### config.mk
export PLATFORM = sky130hd
export DESIGN_NAME = sps_cfg_regs
export DESIGN_NICKNAME = d
export VERILOG_FILES = /design/src/rtl/sps_pkg.sv /design/src/rtl/sps_cfg_regs.sv
export SDC_FILE = /design/constraint.sdc
export NUM_CORES = 1
export LEC_CHECK = 0
export ABC_AREA = 1
export CORE_MARGIN = 1
export CORE_UTILIZATION = 35
export DETAILED_ROUTE_END_ITERATION = 10
export DONT_BUFFER_PORTS = 1
export PLACE_DENSITY = 0.5
export SYNTH_ARGS = -nofsm -noshare
export SYNTH_HDL_FRONTEND = slang
export SYNTH_SLANG_ARGS = --single-unit
### constraint.sdc
create_clock -name clk_i -period 1.1 [get_ports clk_i]
set_input_delay 0.11 -clock clk_i [delete_from_list [all_inputs] [get_ports clk_i]]
set_output_delay 0.11 -clock clk_i [all_outputs]
set_load 0.03 [all_outputs]
### src/rtl/sps_pkg.sv
// ----------------------------------------------------------------------------
// sps_pkg
// Shared types, register codes and helpers for the strided prefix-sum core.
// ----------------------------------------------------------------------------
package sps_pkg;

  // Default depth of the partial-sum buffer (largest supported stride)
  localparam int unsigned MaxStrideDef = 1024;

  // Field widths
  localparam int unsigned SampleW = 16;
  localparam int unsigned SumW    = 32;
  localparam int unsigned LenW    = 16;
  localparam int unsigned StrideW = 11;
  // Stride arithmetic width, wide enough for the largest buffer depth (65536)
  localparam int unsigned StrideCW = 17;

  // Configuration port
  localparam int unsigned ApbAddrW = 3;
  localparam int unsigned ApbDataW = 32;

  // Register index codes, decoded from paddr[2]
  localparam logic REG_AXIS_LENGTH  = 1'b0;
  localparam logic REG_INNER_STRIDE = 1'b1;

  // Configuration register contents
  typedef struct packed {
    logic [LenW-1:0]    axis_length;
    logic [StrideW-1:0] inner_stride;
  } sps_cfg_t;

  // Per-beat position flags from the address generator
  typedef struct packed {
    logic first_row;  // row 0 of the axis: no stored partial sum is used
    logic last;       // last position of the last row
  } sps_flags_t;

  // Zero length acts as one
  function automatic logic [LenW-1:0] eff_length(input logic [LenW-1:0] len);
    return (len == '0) ? LenW'(1) : len;
  endfunction

  // Zero stride acts as one, large strides clamp to the buffer depth
  function automatic logic [StrideCW-1:0] eff_stride(input logic [StrideW-1:0]  s,
                                                      input logic [StrideCW-1:0] mx);
    logic [StrideCW-1:0] e;
    e = (s == '0) ? StrideCW'(1) : StrideCW'(s);
    return (e > mx) ? mx : e;
  endfunction

endpackage

### src/rtl/sps_cfg_regs.sv
// ----------------------------------------------------------------------------
// sps_cfg_regs
// APB register file holding axis length and inner stride.
// ----------------------------------------------------------------------------
module sps_cfg_regs import sps_pkg::*; (
  input  logic                clk_i,
  input  logic                rst_ni,
  input  logic                psel,
  input  logic                penable,
  input  logic                pwrite,
  input  logic [ApbAddrW-1:0] paddr,
  input  logic [ApbDataW-1:0] pwdata,
  output logic [ApbDataW-1:0] prdata,
  output logic                pready,
  output sps_cfg_t            cfg_o,
  output logic                restart_o
);

  sps_cfg_t cfg_q, cfg_d;
  logic     wr_en;

  assign pready = 1'b1;
  assign wr_en  = psel && penable && pwrite;

  // Register write decode; any write restarts the position counters
  always_comb begin
    cfg_d = cfg_q;
    if (wr_en) begin
      unique case (paddr[2])
        REG_AXIS_LENGTH:  cfg_d.axis_length  = pwdata[LenW-1:0];
        REG_INNER_STRIDE: cfg_d.inner_stride = pwdata[StrideW-1:0];
        default:          cfg_d = cfg_q;
      endcase
    end
  end

  always_ff @(posedge clk_i or negedge rst_ni) begin
    if (!rst_ni) begin
      cfg_q.axis_length  <= LenW'(1);
      cfg_q.inner_stride <= StrideW'(1);
    end else begin
      cfg_q <= cfg_d;
    end
  end

  // Read-back mux
  always_comb begin
    unique case (paddr[2])
      REG_AXIS_LENGTH:  prdata = ApbDataW'(cfg_q.axis_length);
      REG_INNER_STRIDE: prdata = ApbDataW'(cfg_q.inner_stride);
      default:          prdata = '0;
    endcase
  end

  assign cfg_o     = cfg_q;
  assign restart_o = wr_en;

endmodule

==> results.txt <==
Drt wl/cell: 12.2 µm
CTS tree: built
Fmax: 903 MHz
Net count reported at finish: 279
Buffers & Inverters on Critical Path: 0
Top cell type's share of synthesized area: 44.4%
Die Y-Extent: 65.4 µm
Core area: 0.00377 mm²
Tcrit/Tclk final: 101%
Final Hold Fails: 0
Vias in the first global route: 1285
Synthesized area: 0.00141 mm²
Failing checks: setup timing
Port bufs: 0
CP startpoint kind: flip-flop
Antenna diode count: 0
CTS root buffer: clkbuf_8
Worst R2R Path Depth: 3
RSZ-0062 raised after global routing: true
Final setup margin: -0.00786 ns
Initial antenna violation count: 0
Largest area contributor in the synthesized netlist: dfrtp_1
Post-Synthesis Cells: 185
Setup_tns: -0.00786 ns
Worst Hold Class: in2reg
Place WS: 0.183 ns
Filler cell count: 367
Die span in x: 65.4 µm
Total global routing overflow: 0
Avg Inst Size Synth: 7.62 µm²
Clock Skew: 0 ns
CP Data Required Time: 0.99 ns
Run status: complete, but fails checks
Pin count of the biggest net entering global routing: 28
Total Routing Usage GR: 17.9%
DR vias: 1332
Initial drt markers: 47
Crit Reg-Reg Endpoint: cfg_o[11]
Global-route wire length before repair: 5.84 mm
Synth area leaders: dfrtp_1, nand2_1, nand3_1
CTS sink count: 27
Drt pass-1 iters: 4
CP peak stage delay: 0.55 ns
Most common cell after layout, fill and taps aside: nand2_1
Via density per instance: 4.66
Max-slew headroom: 65.5%
Yosys cell types: 15
Cell row count: 22
Min-Delay Path Depth: 4
Antenna viol nets, final: 0
Critical path's slowest cell: dfstp_2
Syn. warnings: 0
Worst-Skew Late Latency: 0.26 ns
Critical path data arrival time: 1.00 ns
Worst-margin pin slew: 0.516 ns
Commonest non-fill, non-tap cells in the layout: nand2_1, buf_4, nand3_1
Routed wire length: 3.50 mm
Clock transition at path regs: 0.09 ns
Max VDD drop: 703 µV
Initial core utilization: 37.4%
CP max FO: 2
Residual DRC: 0
Post-layout minimum cycle time: 1.11 ns
Synth Register Bits: 27
CP Class: reg2out
Critical-path cell list: nand2_2 -> nand2_4
H-tree Lvls: 1
Die area: 0.00428 mm²
Crit path from: cfg_o[11]
Max Buffers Root-to-Sink: 2
Final HPWL DP: 2.41 mm
Reg2Reg Setup Slack: 0.19 ns
Max_cap viols: 0
RR Startpoint: cfg_o[11]
Endpoints failing setup: 1
Hold endpoint: cfg_o[0]
Proportion of synthesized chip area in sequential cells: 48.1%
Static leakage: 1.07 nW
Area grow syn2layout: 36.9%
Fin. max-slew vios: 0
Worst hold path startpoint: pwrite
Fraction of layout cells with a size suffix above 1: 26.1%
Num ports: 101
PD cells: 1730 mW/mm²
Power consumption: 0.00334 W
TritonCTS buffer count: 3
Worst path top cell family by delay: flip-flops
GP Congestion: 0.660
Kind of end point of the critical path: output port
Max reg flops: 27
## layout make-up
| cell class | count | area [µm²] | share of cell area, % |
|---|---|---|---|
| flip-flops and latches | 27 | 678 | 35.2 |
| multi-input cells | 140 | 611 | 31.7 |
| repair buffers | 60 | 508 | 26.3 |
| well taps | 48 | 60.1 | 3.11 |
| clock buffers | 4 | 45.0 | 2.34 |
| inverters | 7 | 26.3 | 1.36 |
## worst max path at each step
stage | cells past startpoint | to | slack (ns)
CTS | 2 | prdata[0] | -0.03
global placement | 2 | prdata[0] | 0.21
finish | 2 | prdata[0] | -0.008
global route | 2 | prdata[0] | -0.04
detailed placement | 2 | prdata[0] | 0.18
floorplan | 2 | prdata[11] | 0.008
## report_power, final
part | switching, W | leakage (nW) | internal [W]
clock network | 0.000288 | 0.0228 | 0.000259
registers | 0.000141 | 0.335 | 0.00119
logic | 0.000997 | 0.710 | 0.000463
total | 0.00143 | 1.07 | 0.00191
## routing by layer
| layer | up-vias | GRT usage [%] | share of wire, % | wire length, µm |
|---|---|---|---|---|
| met3 | 4 | 3.30 | 5.3 | 186 |
| met1 | 637 | 20.0 | 39 | 1370 |
| li1 | 646 | - | - | - |
| met5 | - | 0 | 0 | 0 |
| met4 | 0 | 7.88 | 1.0 | 36 |
| met2 | 45 | 32.6 | 54 | 1900 |
## worst min-delay path, cell delays in order
cell and delay [ns]:
inv_2 0.04, nor2_4 0.07, nand3_1 0.07, nand2_1 0.05
## repair_timing
action,CTS,global route
pin swaps,1,1
hold buffers,19,0
gates resized for setup,3,9
cloned,0,0
setup endpoints to repair,1,13
endpoints found under the hold margin,54,0
buffers inserted,0,1
## cell families after synthesis
kind of cell | after synthesis | synth area share [%]
AND/OR/NAND/NOR | 123 | 36.5
flip-flops | 27 | 48.1
buffers and inverters | 33 | 14.8
other | 2 | 0.533
## cell usage after synthesis
master and count:
dfstp_2 2, nand4_2 1, buf_4 17, inv_2 2, nand4_1 1, conb_1 2
buf_2 5, buf_1 2, nor2_4 1, dfrtp_1 25, nand3_1 27, nand2_1 88
inv_1 5, buf_6 2, nor2_1 5
## per-stage QoR
step,utilization (%),hold WS (ns),instances,instance area (µm²)
after floorplan,-,-0.186,200,1470
after global placement,43.6,-0.185,262,1640
after detailed placement,43.6,-0.185,262,1640
after CTS,50.3,0.0592,285,1900
after global routing,51.1,0.0803,286,1930
final,51.1,0.0661,286,1930
No activity file was read; power rests on OpenSTA's default activity.
