$ cat src/rtl/sps_pkg.sv
// ----------------------------------------------------------------------------
// sps_pkg
// Shared types, register codes and helpers for the strided prefix-sum core.
// ----------------------------------------------------------------------------
package sps_pkg;

  // Default depth of the partial-sum buffer (largest supported stride)
  localparam int unsigned MaxStrideDef = 1024;

  // Field widths
  localparam int unsigned SampleW = 16;
  localparam int unsigned SumW    = 32;
  localparam int unsigned LenW    = 16;
  localparam int unsigned StrideW = 11;
  // Stride arithmetic width, wide enough for the largest buffer depth (65536)
  localparam int unsigned StrideCW = 17;

  // Configuration port
  localparam int unsigned ApbAddrW = 3;
  localparam int unsigned ApbDataW = 32;

  // Register index codes, decoded from paddr[2]
  localparam logic REG_AXIS_LENGTH  = 1'b0;
  localparam logic REG_INNER_STRIDE = 1'b1;

  // Configuration register contents
  typedef struct packed {
    logic [LenW-1:0]    axis_length;
    logic [StrideW-1:0] inner_stride;
  } sps_cfg_t;

  // Per-beat position flags from the address generator
  typedef struct packed {
    logic first_row;  // row 0 of the axis: no stored partial sum is used
    logic last;       // last position of the last row
  } sps_flags_t;

  // Zero length acts as one
  function automatic logic [LenW-1:0] eff_length(input logic [LenW-1:0] len);
    return (len == '0) ? LenW'(1) : len;
  endfunction

  // Zero stride acts as one, large strides clamp to the buffer depth
  function automatic logic [StrideCW-1:0] eff_stride(input logic [StrideW-1:0]  s,
                                                      input logic [StrideCW-1:0] mx);
    logic [StrideCW-1:0] e;
    e = (s == '0) ? StrideCW'(1) : StrideCW'(s);
    return (e > mx) ? mx : e;
  endfunction

endpackage

$ cat src/rtl/sps_addr_gen.sv
// ----------------------------------------------------------------------------
// sps_addr_gen
// Inner-position and row counters; wrap at stride and axis length.
// ----------------------------------------------------------------------------
module sps_addr_gen import sps_pkg::*; #(
  parameter int unsigned MAX_STRIDE = MaxStrideDef,
  localparam int unsigned PosW = (MAX_STRIDE > 1) ? $clog2(MAX_STRIDE) : 1
) (
  input  logic            clk_i,
  input  logic            rst_ni,
  input  sps_cfg_t        cfg_i,
  input  logic            restart_i,
  input  logic            advance_i,
  output logic [PosW-1:0] pos_o,
  output sps_flags_t      flags_o
);

  logic [PosW-1:0]     pos_q, pos_d;
  logic [LenW-1:0]     row_q, row_d;
  logic [StrideCW-1:0] stride_eff;
  logic [LenW-1:0]     len_eff;
  logic                row_end;
  logic                last_row;

  assign stride_eff = eff_stride(cfg_i.inner_stride, StrideCW'(MAX_STRIDE));
  assign len_eff    = eff_length(cfg_i.axis_length);

  // End-of-row and end-of-slice detection
  assign row_end  = (StrideCW'(pos_q) + StrideCW'(1)) == stride_eff;
  assign last_row = ({1'b0, row_q} + (LenW+1)'(1)) == {1'b0, len_eff};

  always_comb begin
    pos_d = pos_q;
    row_d = row_q;
    if (restart_i) begin
      pos_d = '0;
      row_d = '0;
    end else if (advance_i) begin
      if (row_end) begin
        pos_d = '0;
        row_d = last_row ? '0 : row_q + LenW'(1);
      end else begin
        pos_d = pos_q + PosW'(1);
      end
    end
  end

  always_ff @(posedge clk_i or negedge rst_ni) begin
    if (!rst_ni) begin
      pos_q <= '0;
      row_q <= '0;
    end else begin
      pos_q <= pos_d;
      row_q <= row_d;
    end
  end

  assign pos_o             = pos_q;
  assign flags_o.first_row = (row_q == '0);
  assign flags_o.last      = row_end && last_row;

endmodule

$ cat config.mk
export PLATFORM = sky130hd
export DESIGN_NAME = sps_addr_gen
export DESIGN_NICKNAME = d
export VERILOG_FILES = /design/src/rtl/sps_pkg.sv /design/src/rtl/sps_addr_gen.sv
export SDC_FILE = /design/constraint.sdc
export NUM_CORES = 1
export LEC_CHECK = 0
export ABC_AREA = 1
export BUFFER_PORTS_ARGS = -buffer_cell sky130_fd_sc_hd__buf_4
export CAP_MARGIN = 10
export CORE_MARGIN = 4
export CORE_UTILIZATION = 60
export CTS_CLUSTER_DIAMETER = 100
export CTS_CLUSTER_SIZE = 12
export DETAILED_ROUTE_END_ITERATION = 10
export PLACE_DENSITY = 0.9
export SYNTH_ARGS = -nofsm -noshare
export SYNTH_HDL_FRONTEND = slang
export SYNTH_SLANG_ARGS = --single-unit
$ cat constraint.sdc
create_clock -name clk_i -period 3.8 [get_ports clk_i]
set_input_delay 0.19 -clock clk_i [delete_from_list [all_inputs] [get_ports clk_i]]
set_output_delay 0.19 -clock clk_i [all_outputs]
set_load 0.01 [all_outputs]
==> summary.md, run 1 <==
| Metric | Value |
|---|---|
| Crit path max fanout | 17 |
| Count leader, synth | nand2_1 |
| Fin. Hold Viols | 0 |
| CTS Buf Count | 3 |
| Tcrit/Tclk final | 74.09% |
| R2R Path Start | pos_o[0]$_DFFE_PN0P_ |
| Final ANT Viol Nets | 0 |
| Global Route Usage Sum | 25.91% |
| DRT iter0 DRCs | 211 |
| Post-Syn Area per Cell | 5.828 µm² |
| Clock Path Buffers | 2 |
| Non-Filler Instances | 562 |
| Dpl ws | 1.312 ns |
| Placed insts | 557 |
| Synthesized cell area | 2763 µm² |
| # diodes | 0 |
| RSZ-0062 raised after global routing | no |
| Detailed Place HPWL | 5668 µm |
| Final count of negative-setup-slack endpoints | 0 |
| Cell area after layout | 3146 µm² |
| Final Max Tran Viols | 0 |
| Dpl cell area | 3064 µm² |
| Drt first pass iters | 5 |
| Clock slew seen by the registers of the worst setup and hold paths | 0.09 ns |
| Worst setup slack after layout | 0.9846 ns |
| Gr ovfl total | 0 |
| Worst-Skew Late Latency | 0.27 ns |
| Setup_tns | 0 ns |
| FMAX | 355.2 MHz |
| Library cells used by synthesis | 34 |
| WHS Endpoint | pos_o[0]$_DFFE_PN0P_ |
| Vias/cell | 5.199 |
| Sequential cell area fraction in the yosys report | 23.55% |
| Root Driver | clkbuf_8 |
| Type of the worst min-delay path | primary input to flop |
| Leading area contributor after synthesis | nand2_1 |
| Layout area overhead | 13.86% |
| Slew of the pin with the lowest slew margin | 0.3993 ns |
| YS warnings | 0 |
| Synth Flop Type | dfrtp_1 |
| GP Congestion | 0.9573 |
| CP arrival | 2.63 ns |
| Slew headroom | 73.35% |
| Startpoint types | flop |
| Pwr/cell area | 256.6 nW/µm² |
| Cell Rows | 24 |
| CTS tree | yes |
| EDFF count, synth | 0 |
| CTS sink cnt | 26 |
| Flops & latches, synth | 26 |
| Drt total wl | 7040 µm |
| Die X | 75.86 µm |
| CP Capture Type | primary output |
| Post-Syn Instances | 474 |
| Layout cells sized above 1 | 16.67% |
| Setup Fix Bufs, Post-CTS | 0 |
| Reg2reg end | row_q[12]$_DFFE_PN0P_ |
| Post-route DRC | 0 |
| R2r worst-path depth | 12 |
| Reg-to-reg setup timing slack | 1.35 ns |
| H-tree Lvls | 1 |
| IO buf count | 42 |
| Status | finished, final reports clean |
| Total power | 0.8072 mW |
| Largest net degree at the start of global routing | 27 |
| Share of the synthesized area in the top cell type | 26.49% |
| Min cycle time layout | 2.815 ns |
| Vias in the first global route | 2,650 |
| Async SR Flop Fraction | 100.0% |
| Max Cap Viol | 0 |
| Critical path startpoint | row_q[0]$_DFFE_PN0P_ |
| Hold Startpoint | advance_i |
| WL/cell | 12.53 µm |
| Vias | 2,922 |
| Syn Nets | 508 |
| NumNets Final | 545 |
| Top post-synthesis cells by count | nand2_1 (195), inv_1 (65), nor2_1 (57) |
| Top cells by area, synth | nand2_1 (26%), dfrtp_1 (24%), inv_1 (8.8%) |
| Final Skew | 0.005506 ns |
| Core area | 4414 µm² |
| Leakage | 1.743 nW |
| Hold Path Depth | 3 |
| Initial antenna violation count | 0 |
| Die H | 75.86 µm |
| Ports | 43 |
| Starting Density | 62.59% |
| DIE AREA | 5754 µm² |
| First-pass GRT wire length | 11,620 µm |
| WP data required | 3.61 ns |
| Max VDD drop | 0.1384 mV |
| Setup Crit Path Kind | flop to primary output |
## power by group
part / switching [mW] / leakage [nW] / internal, mW
logic: 0.139 / 1.36 / 0.0985
clock network: 0.0893 / 0.0357 / 0.141
registers: 0.0428 / 0.352 / 0.297
## state kept, by name, summed over array words and instances (netlist names)
signal and count:
row_q 16, pos_o 10
## worst max path at each step
stage / endpoint / slack [ns] / cells after the start
after floorplan: flags_o[0] / 1.67 / 12
after global placement: flags_o[0] / 1.33 / 12
after detailed placement: flags_o[0] / 1.31 / 12
after CTS: flags_o[0] / 0.99 / 12
after global routing: flags_o[0] / 0.80 / 14
final: flags_o[0] / 0.98 / 14
## cell type report
class	count	area (µm²)
Multi-Input combinational cell	369	1778
Timing Repair Buffer	43	325.3
Clock inverter	1	30.03
Sequential cell	26	650.6
Fill cell	425	1269
Clock buffer	3	41.29
Tap cell	52	65.06
Inverter	68	255.2
## critical path, stage by stage (launching register included)
cell and delay, ns:
dfrtp_1 0.53, ha_1 0.23, nand2_2 0.10, nor2_4 0.18, nand2_1 0.10, clkinv_1 0.08, nand2_1 0.06, nand2_2 0.06
nand2_1 0.08, nand2_1 0.07, nand3_1 0.08, nor2_2 0.16, nand3_4 0.25, nor2_1 0.20, buf_4 0.14
## layout by cell type (no fill, tap or decap), types with 4 or more instances in the layout
cell type	n
xor2_1	7
nand2_1	195
o21ai_0	5
nand3_1	36
inv_1	65
nor2_1	57
nand3b_1	6
nor2_4	4
nand2_2	16
buf_4	42
nand4_1	11
o22ai_1	4
nor2_2	5
dfrtp_1	26
## through the flow
stage / hold WS (ns) / util (%)
floorplan: -0.1056 / -
global placement: 0.1076 / 69.42
detailed placement: 0.1168 / 69.42
CTS: 0.2052 / 71.26
global route: 0.2174 / 71.26
finish: 0.2116 / 71.26
## logic make-up (layout without fill, tap and decap cells)
kind of cell    Yosys count  count (layout)  synth area share [%]
simple gates            342             342                 56.02
fa+ha+maj                 3               3                 1.359
buf+inv                  79             115                 12.09
compound gates           15              15                 4.121
flops                    26              26                 23.55
xor+xnor                  9               9                 2.853
## metal layers
layer	up-vias	GRT usage, %	wire length [µm]
met5	-	0	0
met4	0	10.29	224
met3	20	2.902	455
met2	116	42.97	3282
met1	1263	34.34	3077
li1	1523	-	-
## what timing repair did
action,4_1_cts,5_1_grt
gates resized for setup,0,0
hold buffers,1,0
endpoints found under the hold margin,26,0
Power figures use the tool's default switching activity.
==> inputs of run 2 (changes only) <==
--- a/config.mk
+++ b/config.mk
@@ -9,11 +9,11 @@
 export BUFFER_PORTS_ARGS = -buffer_cell sky130_fd_sc_hd__buf_4
 export CAP_MARGIN = 10
 export CORE_MARGIN = 4
-export CORE_UTILIZATION = 60
+export CORE_UTILIZATION = 58
 export CTS_CLUSTER_DIAMETER = 100
 export CTS_CLUSTER_SIZE = 12
 export DETAILED_ROUTE_END_ITERATION = 10
-export PLACE_DENSITY = 0.9
+export PLACE_DENSITY = 0.87
 export SYNTH_ARGS = -nofsm -noshare
 export SYNTH_HDL_FRONTEND = slang
 export SYNTH_SLANG_ARGS = --single-unit
==> constraint.sdc (replaced) <==
create_clock -name clk_i -period 2.8 [get_ports clk_i]
set_input_delay 0.14 -clock clk_i [delete_from_list [all_inputs] [get_ports clk_i]]
set_output_delay 0.14 -clock clk_i [all_outputs]
set_load 0.01 [all_outputs]
==> run 2 against run 1 <==
Net effect:
- cell count up 1.1%
- non-clock buffer count is 6 higher
- global-route usage shrank 1.1 points
- utilization decreased by 0.29 points
- die area up 3.1%
- sequential power grew 35%
- critical endpoint unchanged
- clock power rose by 6%
- via count is 2.3% higher
- wire length up 2.6%
- register-to-register slack worse by 0.87 ns
- critical path depth stayed put
- highest routed layer unchanged
==> summary.md, run 2 (same netlist as run 1, synthesis figures left out) <==
| Metric | Value |
|---|---|
| Status | finished, final reports clean |
| Register area | 651.9 µm² (+0.19%) |
| Largest net degree at the start of global routing | 27 (unchanged) |
| Post-route DRC | 0 (unchanged) |
| CTS tree | yes |
| Slew of the pin with the lowest slew margin | 0.4797 ns (+0.08039 ns) |
| CTS sink cnt | 26 (unchanged) |
| Cell area after layout | 3176 µm² (+0.95%) |
| Die H | 77.02 µm (+1.5%) |
| Min cycle time layout | 2.482 ns |
| Layout fillers | 407 (-4.2%) |
| Most common cell on crit path | nand2_1 |
| CP arrival | 2.34 ns (-0.29 ns) |
| GP Congestion | 0.9750 (+1.8%) |
| Setup_tns | 0 ns (unchanged) |
| Initial antenna violation count | 0 (unchanged) |
| Vias/cell | 5.262 (+1.2%) |
| Tcrit/Tclk final | 88.66% |
| Most common cell after layout, fill and taps aside | nand2_1 |
| First-pass GRT wire length | 12,350 µm (+6.3%) |
| Hold Path Depth | 3 (unchanged) |
| Fin. Hold Viols | 0 (unchanged) |
| Crit-path cells | ha_1 > nand2_2 > nor2_4 > nand3_2 > nand2_2 > nand2_1 > nand2_1 > nand2_1 > nor2_1 > nand2_1 > nor2_4 > nand3_4 > nor2_1 > buf_4 |
| Starting Density | 61.74% (-0.84 points) |
| Leakage | 1.761 nW (+1.0%) |
| DRT iter0 DRCs | 220 (+4.3%) |
| Slowest-stage cell, CP | dfrtp_1 |
| Pwr/cell area | 324.6 nW/µm² (+26%) |
| Vias in the first global route | 2,786 (+5.1%) |
| Critical path startpoint | row_q[1]$_DFFE_PN0P_ |
| Commonest cells after routing, fill and taps aside | nand2_1 (195), inv_1 (65), nor2_1 (57) |
| Max reg flops | 16 (unchanged) |
| Total power | 1.031 mW (+28%) |
| Clock slew seen by the registers of the worst setup and hold paths | 0.09 ns (about the same) |
| Slew headroom | 67.90% (-5.4 points) |
| CP Capture Type | primary output |
| Type of the worst min-delay path | primary input to flop |
| Cell Rows | 24 (unchanged) |
| DIE AREA | 5931 µm² (+3.1%) |
| Core area | 4474 µm² (+1.4%) |
| H-tree Lvls | 1 (unchanged) |
| Startpoint types | flop |
| CTS Buf Count | 3 (unchanged) |
| R2R Path Start | row_q[1]$_DFFE_PN0P_ |
| Critical Path End | flags_o[0] |
| Detailed Place HPWL | 5720 µm (+0.93%) |
| Biggest register | row_q |
| Setup Crit Path Kind | flop to primary output |
| Layout area overhead | 14.95% |
| WP data required | 2.66 ns (-0.95 ns) |
| RSZ-0062 raised after global routing | no |
| Reg-to-reg setup timing slack | 0.48 ns (-0.87 ns) |
| Final count of negative-setup-slack endpoints | 0 (unchanged) |
| Dpl cell area | 3072 µm² (+0.25%) |
| Layout cells sized above 1 | 17.83% (+1.2 points) |
| Ports | 43 (unchanged) |
| Max VDD drop | 0.2023 mV (+46%) |
| Multi-input logic area | 1778 µm² (unchanged) |
| R2r worst-path depth | 17 (+5) |
| Crit path max fanout | 6 (-11) |
| Gr ovfl total | 0 (unchanged) |
| FMAX | 402.8 MHz |
| Vias | 2,989 (+2.3%) |
| WL/cell | 12.72 µm (+1.5%) |
| Reg2reg end | row_q[5]$_DFFE_PN0P_ |
| Max Cap Viol | 0 (unchanged) |
| NumNets Final | 551 (+1.1%) |
| Final Skew | 0.003056 ns (-0.002449 ns) |
| IO buf count | 42 (unchanged) |
| Worst setup slack after layout | 0.3176 ns (-0.6670 ns) |
| Final ANT Viol Nets | 0 (unchanged) |
| Worst-Skew Late Latency | 0.27 ns (about the same) |
| Dpl ws | 0.4146 ns (-0.8978 ns) |
| Final Max Tran Viols | 0 (unchanged) |
| # diodes | 0 (unchanged) |
| Drt total wl | 7223 µm (+2.6%) |
| Clock Path Buffers | 2 (unchanged) |
| Drt first pass iters | 4 (-1) |
| Root Driver | clkbuf_8 |
| Global Route Usage Sum | 24.85% (-1.1 points) |
| Die X | 77.02 µm (+1.5%) |
| CP max stage delay | 0.48 ns (-0.05 ns) |
## run 2: worst min path at each step
| stage | from | endpoint | slack, ns |
|---|---|---|---|
| final | advance_i | pos_o[0]$_DFFE_PN0P_ | 0.22 |
| after global routing | advance_i | pos_o[0]$_DFFE_PN0P_ | 0.21 |
| after CTS | advance_i | pos_o[0]$_DFFE_PN0P_ | 0.20 |
| after detailed placement | rst_ni | row_q[0]$_DFFE_PN0P_ | 0.07 |
| after global placement | rst_ni | row_q[1]$_DFFE_PN0P_ | 0.06 |
| after floorplan | rst_ni | pos_o[0]$_DFFE_PN0P_ | -0.16 |
## run 2: routing by layer
| layer | wire length (µm) | part of all wire, % | vias to the layer above | track usage [%] |
|---|---|---|---|---|
| met2 | 3531 | 49 | 99 | 44.34 |
| li1 | - | - | 1533 | - |
| met3 | 382 | 5.3 | 26 | 2.108 |
| met5 | 0 | 0 | - | 0 |
| met1 | 3066 | 42 | 1331 | 30.36 |
| met4 | 243 | 3.4 | 0 | 11.03 |
## run 2: metrics by stage
step	hold WS (ns)	instances	utilization, %
finish	0.2240	568	70.97
global route	0.2108	568	70.97
CTS	0.1988	563	70.11
detailed placement	0.06686	558	68.65
global placement	0.05954	558	68.65
floorplan	-0.1556	474	-
## run 2: final cells by class
cell class | count | share of cell area (%)
well taps | 52 | 2.049
repair buffers | 49 | 11.66
flip-flops and latches | 26 | 20.53
clock buffers | 4 | 1.734
multi-input cells | 369 | 55.99
inverters | 68 | 8.038
## run 2: worst max-delay path, delay by kind of cell, from the launching register on
family	cells	cell delay (ns)
AND/OR/NAND/NOR	12	1.20
flip-flops	1	0.48
buffers and inverters	1	0.14
adder cells (fa/ha/maj)	1	0.22
## run 2: where the power goes
group	switching (mW)	internal (mW)
clock network	0.117	0.126
logic	0.193	0.136
registers	0.0548	0.404
total	0.365	0.666
## run 2: repair_timing
action	CTS	global route
setup buffers	0	5
endpoints found under the setup margin	0	1
resized for setup	0	1
hold endpoints to repair	26	0
hold buffers	1	0
